$ cat src/rtl/core/ddstwsl_pkg.sv
// ============================================================================
// ddstwsl_pkg
// Shared widths, pulse codes, register indexes and the controller/datapath
// command and status types of the DDS tuning-word serial loader.
// ============================================================================
package ddstwsl_pkg;

   // Default parameter values
   localparam int SCALE_FRAC_BITS_DEF = 24;
   localparam int FREQ_BITS_DEF       = 25;

   // Fixed field widths
   localparam int SCALE_W = 32;
   localparam int WORD_W  = 32;
   localparam int CTRL_W  = 8;
   localparam int KIND_W  = 2;
   localparam int SREG_W  = WORD_W + CTRL_W;
   localparam int CNT_W   = $clog2(SREG_W);

   // Configuration port
   localparam int CSR_ADDR_W = 3;
   localparam int CSR_DATA_W = 32;
   localparam logic [0:0] REG_TUNING_SCALE = 1'b0;
   localparam logic [SCALE_W-1:0] SCALE_RESET = 32'd2401996663;

   // Input operation codes
   localparam logic OP_LOAD  = 1'b0;
   localparam logic OP_RESET = 1'b1;

   // Pulse kinds
   localparam logic [KIND_W-1:0] KIND_RESET = 2'd0;
   localparam logic [KIND_W-1:0] KIND_WCLK  = 2'd1;
   localparam logic [KIND_W-1:0] KIND_FQUD  = 2'd2;

   // Controller to datapath
   typedef struct packed {
      logic              capture;    // latch request and form the product
      logic              load_sreg;  // load saturated word and control byte
      logic              emit;       // write a pulse into the output register
      logic [KIND_W-1:0] kind;
      logic              use_sreg;   // send the next shift-register bit
      logic              last;
   } cmd_type;

   // Datapath to controller
   typedef struct packed {
      logic out_free;  // output register empty or being taken this cycle
      logic req_op;    // operation of the request currently offered
   } sts_type;

endpackage

$ cat src/rtl/core/ddstwsl_if.sv
// ============================================================================
// ddstwsl_req_if / ddstwsl_rsp_if
// Valid/ready channel interfaces for request items and pulse results.
// ============================================================================
interface ddstwsl_req_if #(
   parameter int FREQ_BITS = ddstwsl_pkg::FREQ_BITS_DEF
);
   logic                         valid;
   logic                         ready;
   logic                         op;
   logic [FREQ_BITS-1:0]         frequency_hz;
   logic [ddstwsl_pkg::CTRL_W-1:0] control_byte;

   modport source (output valid, output op, output frequency_hz,
                   output control_byte, input ready);
   modport sink   (input valid, input op, input frequency_hz,
                   input control_byte, output ready);
endinterface

interface ddstwsl_rsp_if;
   logic                           valid;
   logic                           ready;
   logic [ddstwsl_pkg::KIND_W-1:0] pulse_kind;
   logic                           data_bit;
   logic                           last;

   modport source (output valid, output pulse_kind, output data_bit,
                   output last, input ready);
   modport sink   (input valid, input pulse_kind, input data_bit,
                   input last, output ready);
endinterface

$ cat src/rtl/core/ddstwsl_ctrl.sv
// ============================================================================
// ddstwsl_ctrl
// Sequencer: steps through the pulses of a load or reset transaction.
// ============================================================================
module ddstwsl_ctrl (
   input  logic                 clock,
   input  logic                 reset,
   input  logic                 req_valid,
   output logic                 req_ready,
   input  ddstwsl_pkg::sts_type sts,
   output ddstwsl_pkg::cmd_type cmd
);

   localparam logic [2:0] ST_IDLE  = 3'd0;
   localparam logic [2:0] ST_LOAD  = 3'd1;
   localparam logic [2:0] ST_SHIFT = 3'd2;
   localparam logic [2:0] ST_FQUD  = 3'd3;
   localparam logic [2:0] ST_RPIN  = 3'd4;
   localparam logic [2:0] ST_RCLK  = 3'd5;
   localparam logic [2:0] ST_RFQUD = 3'd6;

   localparam logic [ddstwsl_pkg::CNT_W-1:0] CNT_LAST =
      ddstwsl_pkg::CNT_W'(ddstwsl_pkg::SREG_W - 1);

   logic [2:0]                      state_ff, state_in;
   logic [ddstwsl_pkg::CNT_W-1:0]   cnt_ff, cnt_in;

   assign req_ready = (state_ff == ST_IDLE);

   always_comb begin
      state_in      = state_ff;
      cnt_in        = cnt_ff;
      cmd           = '0;
      cmd.kind      = ddstwsl_pkg::KIND_WCLK;
      unique case (state_ff) inside
         ST_IDLE: begin
            if (req_valid) begin
               cmd.capture = 1'b1;
               state_in    = (sts.req_op == ddstwsl_pkg::OP_RESET) ? ST_RPIN : ST_LOAD;
            end
         end
         ST_LOAD: begin
            cmd.load_sreg = 1'b1;
            cnt_in        = '0;
            state_in      = ST_SHIFT;
         end
         ST_SHIFT: begin
            if (sts.out_free) begin
               cmd.emit     = 1'b1;
               cmd.use_sreg = 1'b1;
               cnt_in       = cnt_ff + 1'b1;
               if (cnt_ff == CNT_LAST) begin
                  state_in = ST_FQUD;
               end
            end
         end
         ST_FQUD, ST_RFQUD: begin
            if (sts.out_free) begin
               cmd.emit = 1'b1;
               cmd.kind = ddstwsl_pkg::KIND_FQUD;
               cmd.last = 1'b1;
               state_in = ST_IDLE;
            end
         end
         ST_RPIN: begin
            if (sts.out_free) begin
               cmd.emit = 1'b1;
               cmd.kind = ddstwsl_pkg::KIND_RESET;
               state_in = ST_RCLK;
            end
         end
         ST_RCLK: begin
            if (sts.out_free) begin
               cmd.emit = 1'b1;
               state_in = ST_RFQUD;
            end
         end
         default: begin
            state_in = ST_IDLE;
         end
      endcase
   end

   always_ff @(posedge clock) begin
      if (reset) begin
         state_ff <= ST_IDLE;
         cnt_ff   <= '0;
      end else begin
         state_ff <= state_in;
         cnt_ff   <= cnt_in;
      end
   end

endmodule

$ cat src/rtl/core/ddstwsl_dp.sv
// ============================================================================
// ddstwsl_dp
// Datapath: product register, saturation, 40-bit shift register, data-line
// level and the output register of the pulse channel.
// ============================================================================
module ddstwsl_dp #(
   parameter int SCALE_FRAC_BITS = ddstwsl_pkg::SCALE_FRAC_BITS_DEF,
   parameter int FREQ_BITS       = ddstwsl_pkg::FREQ_BITS_DEF
) (
   input  logic                                clock,
   input  logic                                reset,
   input  ddstwsl_pkg::cmd_type                cmd,
   output ddstwsl_pkg::sts_type                sts,
   input  logic                                req_op,
   input  logic [FREQ_BITS-1:0]                req_frequency_hz,
   input  logic [ddstwsl_pkg::CTRL_W-1:0]      req_control_byte,
   input  logic [ddstwsl_pkg::SCALE_W-1:0]     tuning_scale,
   output logic                                rsp_valid,
   input  logic                                rsp_ready,
   output logic [ddstwsl_pkg::KIND_W-1:0]      rsp_pulse_kind,
   output logic                                rsp_data_bit,
   output logic                                rsp_last
);

   localparam int PROD_W = FREQ_BITS + ddstwsl_pkg::SCALE_W;
   localparam int WORD_W = ddstwsl_pkg::WORD_W;

   logic [PROD_W-1:0]                   prod_ff, prod_in;
   logic [ddstwsl_pkg::CTRL_W-1:0]      ctrl_ff, ctrl_in;
   logic [ddstwsl_pkg::SREG_W-1:0]      sreg_ff, sreg_in;
   logic                                level_ff, level_in;
   logic                                valid_ff, valid_in;
   logic [ddstwsl_pkg::KIND_W-1:0]      kind_ff, kind_in;
   logic                                bit_ff, bit_in;
   logic                                last_ff, last_in;
   logic [PROD_W-1:0]                   shifted;
   logic [WORD_W-1:0]                   word;
   logic                                send_bit;

   // Drop the fraction, then clamp anything above 32 bits to all ones.
   assign shifted = prod_ff >> SCALE_FRAC_BITS;
   assign word    = (|shifted[PROD_W-1:WORD_W]) ? '1 : shifted[WORD_W-1:0];

   assign send_bit = cmd.use_sreg ? sreg_ff[0] : level_ff;

   assign sts.out_free = !valid_ff || rsp_ready;
   assign sts.req_op   = req_op;

   always_comb begin
      prod_in  = prod_ff;
      ctrl_in  = ctrl_ff;
      sreg_in  = sreg_ff;
      level_in = level_ff;
      valid_in = valid_ff && !rsp_ready;
      kind_in  = kind_ff;
      bit_in   = bit_ff;
      last_in  = last_ff;
      if (cmd.capture) begin
         prod_in = PROD_W'(req_frequency_hz) * PROD_W'(tuning_scale);
         ctrl_in = req_control_byte;
      end
      if (cmd.load_sreg) begin
         sreg_in = {ctrl_ff, word};
      end
      if (cmd.emit) begin
         valid_in = 1'b1;
         kind_in  = cmd.kind;
         bit_in   = send_bit;
         last_in  = cmd.last;
         if (cmd.use_sreg) begin
            sreg_in  = sreg_ff >> 1;
            level_in = sreg_ff[0];
         end
      end
   end

   always_ff @(posedge clock) begin
      if (reset) begin
         level_ff <= 1'b0;
         valid_ff <= 1'b0;
      end else begin
         level_ff <= level_in;
         valid_ff <= valid_in;
      end
   end

   always_ff @(posedge clock) begin
      prod_ff <= prod_in;
      ctrl_ff <= ctrl_in;
      sreg_ff <= sreg_in;
      kind_ff <= kind_in;
      bit_ff  <= bit_in;
      last_ff <= last_in;
   end

   assign rsp_valid      = valid_ff;
   assign rsp_pulse_kind = kind_ff;
   assign rsp_data_bit   = bit_ff;
   assign rsp_last       = last_ff;

endmodule

$ cat src/rtl/core/dds_tuning_word_serial_loader_core.sv
// ============================================================================
// dds_tuning_word_serial_loader_core
// Turns frequency requests into the pulse sequence of a 40-bit serial DDS
// tuning-word load, or into the chip's reset sequence.
// ============================================================================
// Usage. A request transaction on req carries an operation, a frequency in
// hertz and a control byte. Each pulse for the DDS pins leaves as one
// transaction on rsp: the pin kind, the data-line level held during the
// pulse, and a flag on the final pulse of the request.
// A load multiplies the frequency by the tuning_scale register (unsigned,
// SCALE_FRAC_BITS fractional bits), truncates and saturates to 32 bits, and
// sends 40 word-clock pulses (tuning word, then control byte, both LSB
// first) followed by one frequency-update pulse: 41 pulses in all.
// A reset request sends reset pin, word clock and frequency update, each
// with the data line at its previous level.
// A load presents its first pulse after the product register and then the
// shift-register load, and then at most one pulse per cycle. req is ready
// again as soon as the final pulse is in the output register, so the next
// request overlaps with its delivery. The multiplier and the one-bit-a-cycle
// shift register set this pace.
// When the receiver stalls, the output register holds its pulse and the
// sequencer waits; no pulse is dropped. Reset empties the output register,
// returns the sequencer to idle, clears the data-line level and restores
// tuning_scale to its default. The user must write tuning_scale over the APB
// port only while no request is in progress; the block does not enforce it.
// ============================================================================
module dds_tuning_word_serial_loader_core #(
   parameter int SCALE_FRAC_BITS = ddstwsl_pkg::SCALE_FRAC_BITS_DEF,
   parameter int FREQ_BITS       = ddstwsl_pkg::FREQ_BITS_DEF
) (
   input  logic                                 clock,
   input  logic                                 reset,
   ddstwsl_req_if.sink                          req,
   ddstwsl_rsp_if.source                        rsp,
   input  logic                                 psel,
   input  logic                                 penable,
   input  logic                                 pwrite,
   input  logic [ddstwsl_pkg::CSR_ADDR_W-1:0]   paddr,
   input  logic [ddstwsl_pkg::CSR_DATA_W-1:0]   pwdata,
   output logic [ddstwsl_pkg::CSR_DATA_W-1:0]   prdata,
   output logic                                 pready
);

   ddstwsl_pkg::cmd_type               cmd;
   ddstwsl_pkg::sts_type               sts;
   logic [ddstwsl_pkg::SCALE_W-1:0]    scale_ff, scale_in;
   logic                               reg_index;
   logic                               reg_write;

   // Registers sit on 4-byte boundaries, so the word index starts at bit 2.
   // Anything beyond the single register reads as zero and ignores writes.
   assign pready    = 1'b1;
   assign reg_index = paddr[2];
   assign reg_write = psel && penable && pwrite && pready;

   always_comb begin
      scale_in = scale_ff;
      if (reg_write && (reg_index == ddstwsl_pkg::REG_TUNING_SCALE)) begin
         scale_in = pwdata;
      end
   end

   assign prdata = (reg_index == ddstwsl_pkg::REG_TUNING_SCALE) ? scale_ff : '0;

   always_ff @(posedge clock) begin
      if (reset) begin
         scale_ff <= ddstwsl_pkg::SCALE_RESET;
      end else begin
         scale_ff <= scale_in;
      end
   end

   // The sequencer decides which pulse goes out next; the datapath holds
   // the numbers and the output register.
   ddstwsl_ctrl u_ctrl (
      .clock     (clock),
      .reset     (reset),
      .req_valid (req.valid),
      .req_ready (req.ready),
      .sts       (sts),
      .cmd       (cmd)
   );

   ddstwsl_dp #(
      .SCALE_FRAC_BITS (SCALE_FRAC_BITS),
      .FREQ_BITS       (FREQ_BITS)
   ) u_dp (
      .clock            (clock),
      .reset            (reset),
      .cmd              (cmd),
      .sts              (sts),
      .req_op           (req.op),
      .req_frequency_hz (req.frequency_hz),
      .req_control_byte (req.control_byte),
      .tuning_scale     (scale_ff),
      .rsp_valid        (rsp.valid),
      .rsp_ready        (rsp.ready),
      .rsp_pulse_kind   (rsp.pulse_kind),
      .rsp_data_bit     (rsp.data_bit),
      .rsp_last         (rsp.last)
   );

endmodule

$ cat src/flat_wrapper.sv
// flat-port wrapper written by rule: the top's interface ports become plain ports
module dds_tuning_word_serial_loader_core_flat 
#(
   parameter int SCALE_FRAC_BITS = ddstwsl_pkg::SCALE_FRAC_BITS_DEF,
   parameter int FREQ_BITS       = ddstwsl_pkg::FREQ_BITS_DEF
)
  (clock, reset, psel, penable, pwrite, paddr, pwdata, prdata, pready, req_valid, req_op, req_frequency_hz, req_control_byte, req_ready, rsp_valid, rsp_pulse_kind, rsp_data_bit, rsp_last, rsp_ready);
  ddstwsl_req_if #(.FREQ_BITS(FREQ_BITS)) req_i ();
  ddstwsl_rsp_if rsp_i ();
  input  logic clock;
  input  logic reset;
  input  logic psel;
  input  logic penable;
  input  logic pwrite;
  input  logic [ddstwsl_pkg::CSR_ADDR_W-1:0] paddr;
  input  logic [ddstwsl_pkg::CSR_DATA_W-1:0] pwdata;
  output logic [ddstwsl_pkg::CSR_DATA_W-1:0] prdata;
  output logic pready;
  input wire logic [$bits(req_i.valid)-1:0] req_valid;
  input wire logic [$bits(req_i.op)-1:0] req_op;
  input wire logic [$bits(req_i.frequency_hz)-1:0] req_frequency_hz;
  input wire logic [$bits(req_i.control_byte)-1:0] req_control_byte;
  output wire logic [$bits(req_i.ready)-1:0] req_ready;
  output wire logic [$bits(rsp_i.valid)-1:0] rsp_valid;
  output wire logic [$bits(rsp_i.pulse_kind)-1:0] rsp_pulse_kind;
  output wire logic [$bits(rsp_i.data_bit)-1:0] rsp_data_bit;
  output wire logic [$bits(rsp_i.last)-1:0] rsp_last;
  input wire logic [$bits(rsp_i.ready)-1:0] rsp_ready;
  assign req_i.valid = req_valid;
  assign req_i.op = req_op;
  assign req_i.frequency_hz = req_frequency_hz;
  assign req_i.control_byte = req_control_byte;
  assign req_ready = req_i.ready;
  assign rsp_valid = rsp_i.valid;
  assign rsp_pulse_kind = rsp_i.pulse_kind;
  assign rsp_data_bit = rsp_i.data_bit;
  assign rsp_last = rsp_i.last;
  assign rsp_i.ready = rsp_ready;
  dds_tuning_word_serial_loader_core #(.SCALE_FRAC_BITS(SCALE_FRAC_BITS), .FREQ_BITS(FREQ_BITS)) u_core (.clock(clock), .reset(reset), .req(req_i), .rsp(rsp_i), .psel(psel), .penable(penable), .pwrite(pwrite), .paddr(paddr), .pwdata(pwdata), .prdata(prdata), .pready(pready));
endmodule
$ cat config.mk
export PLATFORM = sky130hd
export DESIGN_NAME = dds_tuning_word_serial_loader_core_flat
export DESIGN_NICKNAME = d
export VERILOG_FILES = /design/src/rtl/core/ddstwsl_pkg.sv /design/src/rtl/core/ddstwsl_if.sv /design/src/rtl/core/ddstwsl_ctrl.sv /design/src/rtl/core/ddstwsl_dp.sv /design/src/rtl/core/dds_tuning_word_serial_loader_core.sv /design/src/flat_wrapper.sv
export SDC_FILE = /design/constraint.sdc
export NUM_CORES = 2
export LEC_CHECK = 0
export ABC_AREA = 0
export BUFFER_PORTS_ARGS = -buffer_cell sky130_fd_sc_hd__buf_4
export CELL_PAD_IN_SITES_DETAIL_PLACEMENT = 2
export CELL_PAD_IN_SITES_GLOBAL_PLACEMENT = 2
export CORE_ASPECT_RATIO = 0.6
export CORE_UTILIZATION = 29
export CTS_BUF_LIST = sky130_fd_sc_hd__clkbuf_8
export DETAILED_ROUTE_END_ITERATION = 7
export PLACE_DENSITY = 0.72
export SYNTH_ARGS = -nofsm -noshare
export SYNTH_HDL_FRONTEND = slang
export SYNTH_SLANG_ARGS = --single-unit
$ cat constraint.sdc
create_clock -name clock -period 20.9 [get_ports clock]
set_input_delay 4.18 -clock clock [delete_from_list [all_inputs] [get_ports clock]]
set_output_delay 4.18 -clock clock [all_outputs]
set_load 0.01 [all_outputs]
## After elaboration in Yosys (flattened, before gate mapping)

Cells that the tools add are included.

| storage, ports and cells | value |
|---|---|
| register bits after elaboration | 152 |
| input bits | 76 |
| output and inout bits | 39 |
| logic and storage cells | 66 |

| cells by class | value |
|---|---|
| add/subtract/negate cells | 1 |
| $mul | 1 |
| equal/unequal tests | 13 |
| mux-type cells | 26 |
| bitwise logic cells | 1 |
| reductions and logical operators | 13 |

Operators with widths:

| kind | count |
|---|---|
| 40-bit two-way mux | 3 |
| 32-bit two-way mux | 2 |
| 25-bit by 32-bit multiplier with 57-bit output | 1 |
| 3-bit two-way mux | 9 |
| 3-bit case mux with 6 select lines | 1 |
| 6-bit case mux with 2 select lines | 1 |
| 2-bit by 1-bit != test with 1-bit output (second input constant) | 5 |
| 3-bit equality test (second input constant) | 3 |
| 1-bit two-way mux | 7 |
| 6-bit by 1-bit adder with 6-bit output (second input constant) | 1 |
| 3-bit by 2-bit equality test with 1-bit output (second input constant) | 2 |
| 6-bit equality test (second input constant) | 1 |
| 6-bit two-way mux | 1 |
| 6-bit AND reduction | 1 |
| 1-bit logical AND | 4 |
| 2-bit case mux with 2 select lines | 1 |
| 2-bit OR reduction | 2 |
| 3-bit by 1-bit equality test with 1-bit output (second input constant) | 1 |
| 3-bit zero test | 1 |
| 1-bit case mux with 3 select lines | 1 |
| 1-bit zero test | 2 |
| 2-bit != test (second input constant) | 1 |
| 2-bit AND reduction | 1 |
| 2-bit nonzero test | 1 |
| 2 further kinds | 2 |

## Depth between registers and ports, before layout

| logic depth | value |
|---|---|
| depth in word-level cells | 6 |
| depth in mapped cells | 25 |
| mapped depth without buffers | 23 |

## By module

A second synthesis with hierarchy kept.

| unflattened totals | value |
|---|---|
| cells, all modules | 3373 |
| area, all modules | 30693.2 um2 |

Modules (own cells, without submodules):

| module | instances | cells an instance | area an instance (um2) |
|---|---|---|---|
| ddstwsl_dp | 1 | 3120 | 28479.8 |
| dds_tuning_word_serial_loader_core | 1 | 177 | 1597.8 |
| ddstwsl_ctrl | 1 | 76 | 615.6 |

## Worst setup path after synthesis

OpenSTA, ideal clock, no wires.

| timing | value |
|---|---|
| path type | input-to-reg |
| start point | in req_frequency_hz[4] |
| end point | reg u_core.u_dp.prod_ff[54] (data pin) |
| setup time | 0.263 ns |
| arrival | 10.121 ns |
| data required time | 20.637 ns |
| path slack | 10.515 ns |
| cell stages on the path | 24 |
| path buffers | 2 |
| cells stage by stage | clkbuf_1 -> nand2_1 -> fa_1 -> inv_1 -> fa_1 -> inv_1 -> fa_1 -> fa_1 -> inv_1 -> fa_1 -> fa_1 -> inv_1 -> fa_1 -> inv_1 -> ha_1 -> buf_6 -> a21o_1 -> o21bai_1 -> a311o_1 -> a21oi_2 -> o221ai_2 -> a311oi_2 -> o221ai_2 -> xor2_1 |

| between the ends | value |
|---|---|
| cells in the longest elaborated chain, start to end | 1 |

Ends and longest elaborated chain:

| item | RTL line | source |
|---|---|---|
| from (decl) | flat_wrapper.sv:21 | `input wire logic [$bits(req_i.frequency_hz)-1:0] req_frequency_hz;` |
| 25-bit by 32-bit multiplier with 57-bit output | ddstwsl_dp.sv:59 | `prod_in = PROD_W'(req_frequency_hz) * PROD_W'(tuning_scale);` |
| to (signal assigned) | ddstwsl_dp.sv:88 | `prod_ff <= prod_in;` |
| to (decl) | ddstwsl_dp.sv:28 | `logic [PROD_W-1:0] prod_ff, prod_in;` |

No other way between the ends.
A chain may end at the register's enable or synchronous reset.

## Worst setup path in the final report

| timing | value |
|---|---|
| start point | in req_frequency_hz[4] |
| end point | reg u_core.u_dp.prod_ff[48] (data pin) |

The elaborated chain is that of the path after synthesis.

==> qor.csv <==
metric;value;unit
status;complete, no violations;
Synth area leaders;fa_1 (45%), inv_1 (8.8%), and2_1 (8.5%);
CP max stage delay;0.64;ns
Seq/Total Area, Yosys;0.0989;
Num Clock Sinks;128;
largest net degree at the start of global routing;87;
number of enable flip-flop cells after synthesis;45;
CP Capture Type;flip-flop;
Die Ht;253;um
worst skew pair latency;0.47;ns
measured slew at the worst slew-check pin;1.12;ns
Via density;4.78;
clock root buffer;clkbuf_8;
Setup Viol. Count Final;0;
initial antenna violation count;2;
Critical Path RT;21.09;ns
vias in the first global route;26900;
Worst EP arrival;11.31;ns
commonest register cell after synthesis;dfxtp_1;
Core Area;103000;um2
share of cells above drive strength 1;0.0585;
minimum clock period;11.12;ns
Slew Limit Fails;0;
IO Port Bufs;111;
most frequent CP cell;fa_1;
IO Pins;115;
nets;4309;
CTS tree;yes;
Slew HR;0.251;
routed via count;22800;
Gate Count Post-Synth;3397;
slowest CP cell;a211oi_1;
drt first pass iters;5;
DRT iter0 DRCs;1195;
hold_buf cts;0;
Ys Warns;0;
Synth async-reset ratio;0;
critical path fanouts, max;32;
mean routed wirelength per cell;21.4;um
count of antenna-violating nets left after detailed routing;0;
Layout area overhead;8.00;%
Yosys top cell area share;0.451;
hold crit path type;reg -> reg;
mean post-synth cell area;8.97;um2
buffer depth of the longest clock path;2;
Synth area leader;fa_1;
htree depth;4;
Mapped Area;30500;um2
Worst-path clk slew;0.08;ns
synth cell count leaders;inv_1 (712), fa_1 (686), nand2_1 (544);
total wire length;102000;um
Post-CTS Resized;0;
die width;420;um
Initial Utilization;0.295;
global-route wire length before repair;162000;um
Total Routing Usage GR;0.200;
GPL Wtd Cong;0.840;
most common cell in the synthesized netlist;inv_1;
hpwl dp;81200;um
crit start category;input port;
DRC Markers;0;
Max Cap Viol;0;
CTS Buf Count;17;
Fmax achieved;89.9;MHz
buffers plus inverters on the worst setup path;6;
critical path type;in -> reg;
Die Area;106000;um2
Syn Nets;4349;
RSZ-0062 raised after global routing;false;
crit share post-route;0.532;
Cell variety after synth;67;
synthesized flop and latch total;128;
num rows;91;
CP Cell Sequence;buf_4 -> nand2_1 -> fa_1 -> inv_1 -> fa_1 -> inv_1 -> fa_1 -> fa_1 -> inv_1 -> fa_1 -> fa_1 -> inv_1 -> fa_1 -> inv_1 -> ha_1 -> a21o_1 -> a211oi_1 -> o21ai_1 -> or3_1 -> a21oi_1 -> o31ai_1 -> xor2_1;
endpoints failing hold;0;
Post-CTS Setup Inserts;0;
Top delay family on crit path;adder cells;
global route overflow;0;
post-route clock skew;0.0143;ns
Total Neg Setup Slack;0;ns
-- worst register-to-register path: stages, from the launching register on --
cell and delay [ns]:
dfxtp_1 0.94, buf_4 0.41, nand2_1 0.15, fa_1 0.52
fa_1 0.54, inv_1 0.05, fa_1 0.49, inv_1 0.07
fa_1 0.54, inv_1 0.06, fa_1 0.51, fa_1 0.52
inv_1 0.05, fa_1 0.48, inv_1 0.04, ha_1 0.39
nor2_1 0.08, a311oi_1 0.44, nand4_1 0.15, o22ai_1 0.38
a21oi_1 0.31, o21bai_1 0.46, nor3b_1 0.10, a211oi_1 0.27
-- path summary, 6_finish.rpt --
kind / endpoint / start / cells past startpoint / slack [ns]
max: u_core.u_dp.prod_ff[48]$_DFFE_PP_ / req_frequency_hz[4] / 22 / 9.78
min: u_core.u_dp.sreg_ff[7]$_DFF_P_ / u_core.u_dp.sreg_ff[8]$_DFF_P_ / 2 / 0.45
max reg2reg: u_core.u_dp.prod_ff[53]$_DFFE_PP_ / u_core.scale_ff[9]$_SDFFE_PP1P_ / 23 / 12.76
min reg2reg: u_core.u_dp.sreg_ff[7]$_DFF_P_ / u_core.u_dp.sreg_ff[8]$_DFF_P_ / 2 / 0.45
-- cell usage in the layout, fill, tap and decap left out, drive strengths merged, types with 9 or more instances in the layout --
master,n
inv,716
fa,686
nand2,544
and2,413
ha,190
buf,136
o21ai,105
dfxtp,83
a21oi,77
edfxtp,45
nor2b,37
nor2,37
or3,36
xnor2,26
nand3,20
nand4,20
nand3b,20
clkbuf,19
a21o,18
nor3,17
xor2,15
o21bai,11
mux2i,10
and3,9
-- cells by family (layout without fill, tap and decap cells) --
group | Yosys count | in the layout | share of synthesized area
AO/OA/AOI/OAI | 263 | 263 | 0.0518
XOR/XNOR | 41 | 41 | 0.0118
adder cells (fa/ha/maj) | 876 | 876 | 0.529
buffers and inverters | 907 | 880 | 0.112
flip-flops | 128 | 128 | 0.0989
multiplexers | 11 | 11 | 0.00366
other | 1 | 5 | 0.000123
AND/OR/NAND/NOR | 1170 | 1170 | 0.193
-- stage by stage --
stage	hold slack, ns	area, um2	std cells	util	setup WS, ns
global route	0.489	32900	4765	0.318	9.54
CTS	0.462	32900	4765	0.318	9.87
detailed placement	0.446	32500	4733	0.314	9.35
floorplan	0.420	30500	3397	-	10.52
global placement	0.437	32500	4733	0.314	9.51
finish	0.451	32900	4769	0.318	9.78
-- routing by layer --
| metal | routed length [um] | track usage | part of all wire |
|---|---|---|---|
| met1 | 51100 | 0.297 | 0.50 |
| met2 | 45200 | 0.313 | 0.44 |
| met3 | 3760 | 0.0218 | 0.037 |
| met4 | 1740 | 0.0359 | 0.017 |
| met5 | 0 | 0 | 0 |
-- sequential cells by signal (all words and copies together), names as in the netlist, 2 cells and up --
signal                      count
u_core.u_ctrl.cnt_ff            6
u_core.u_dp.ctrl_ff             8
u_core.u_dp.rsp_pulse_kind      2
u_core.u_dp.sreg_ff            40
u_core.u_dp.prod_ff            33
u_core.u_ctrl.state_ff          3
u_core.scale_ff                32
-- cell type report --
cell class / count / area, um2
Inverter: 712 / 2670
Timing Repair Buffer: 136 / 1020
Multi-Input combinational cell: 2362 / 24000
Clock buffer: 19 / 262
Sequential cell: 128 / 3030
Tap cell: 1395 / 1750
Clock inverter: 13 / 113
Antenna cell: 4 / 10.0
Fill cell: 11700 / 70500
Power is left out: the tool's default activity adds up to more than one toggle a clock period on the data nets, which glitch-free logic cannot reach.
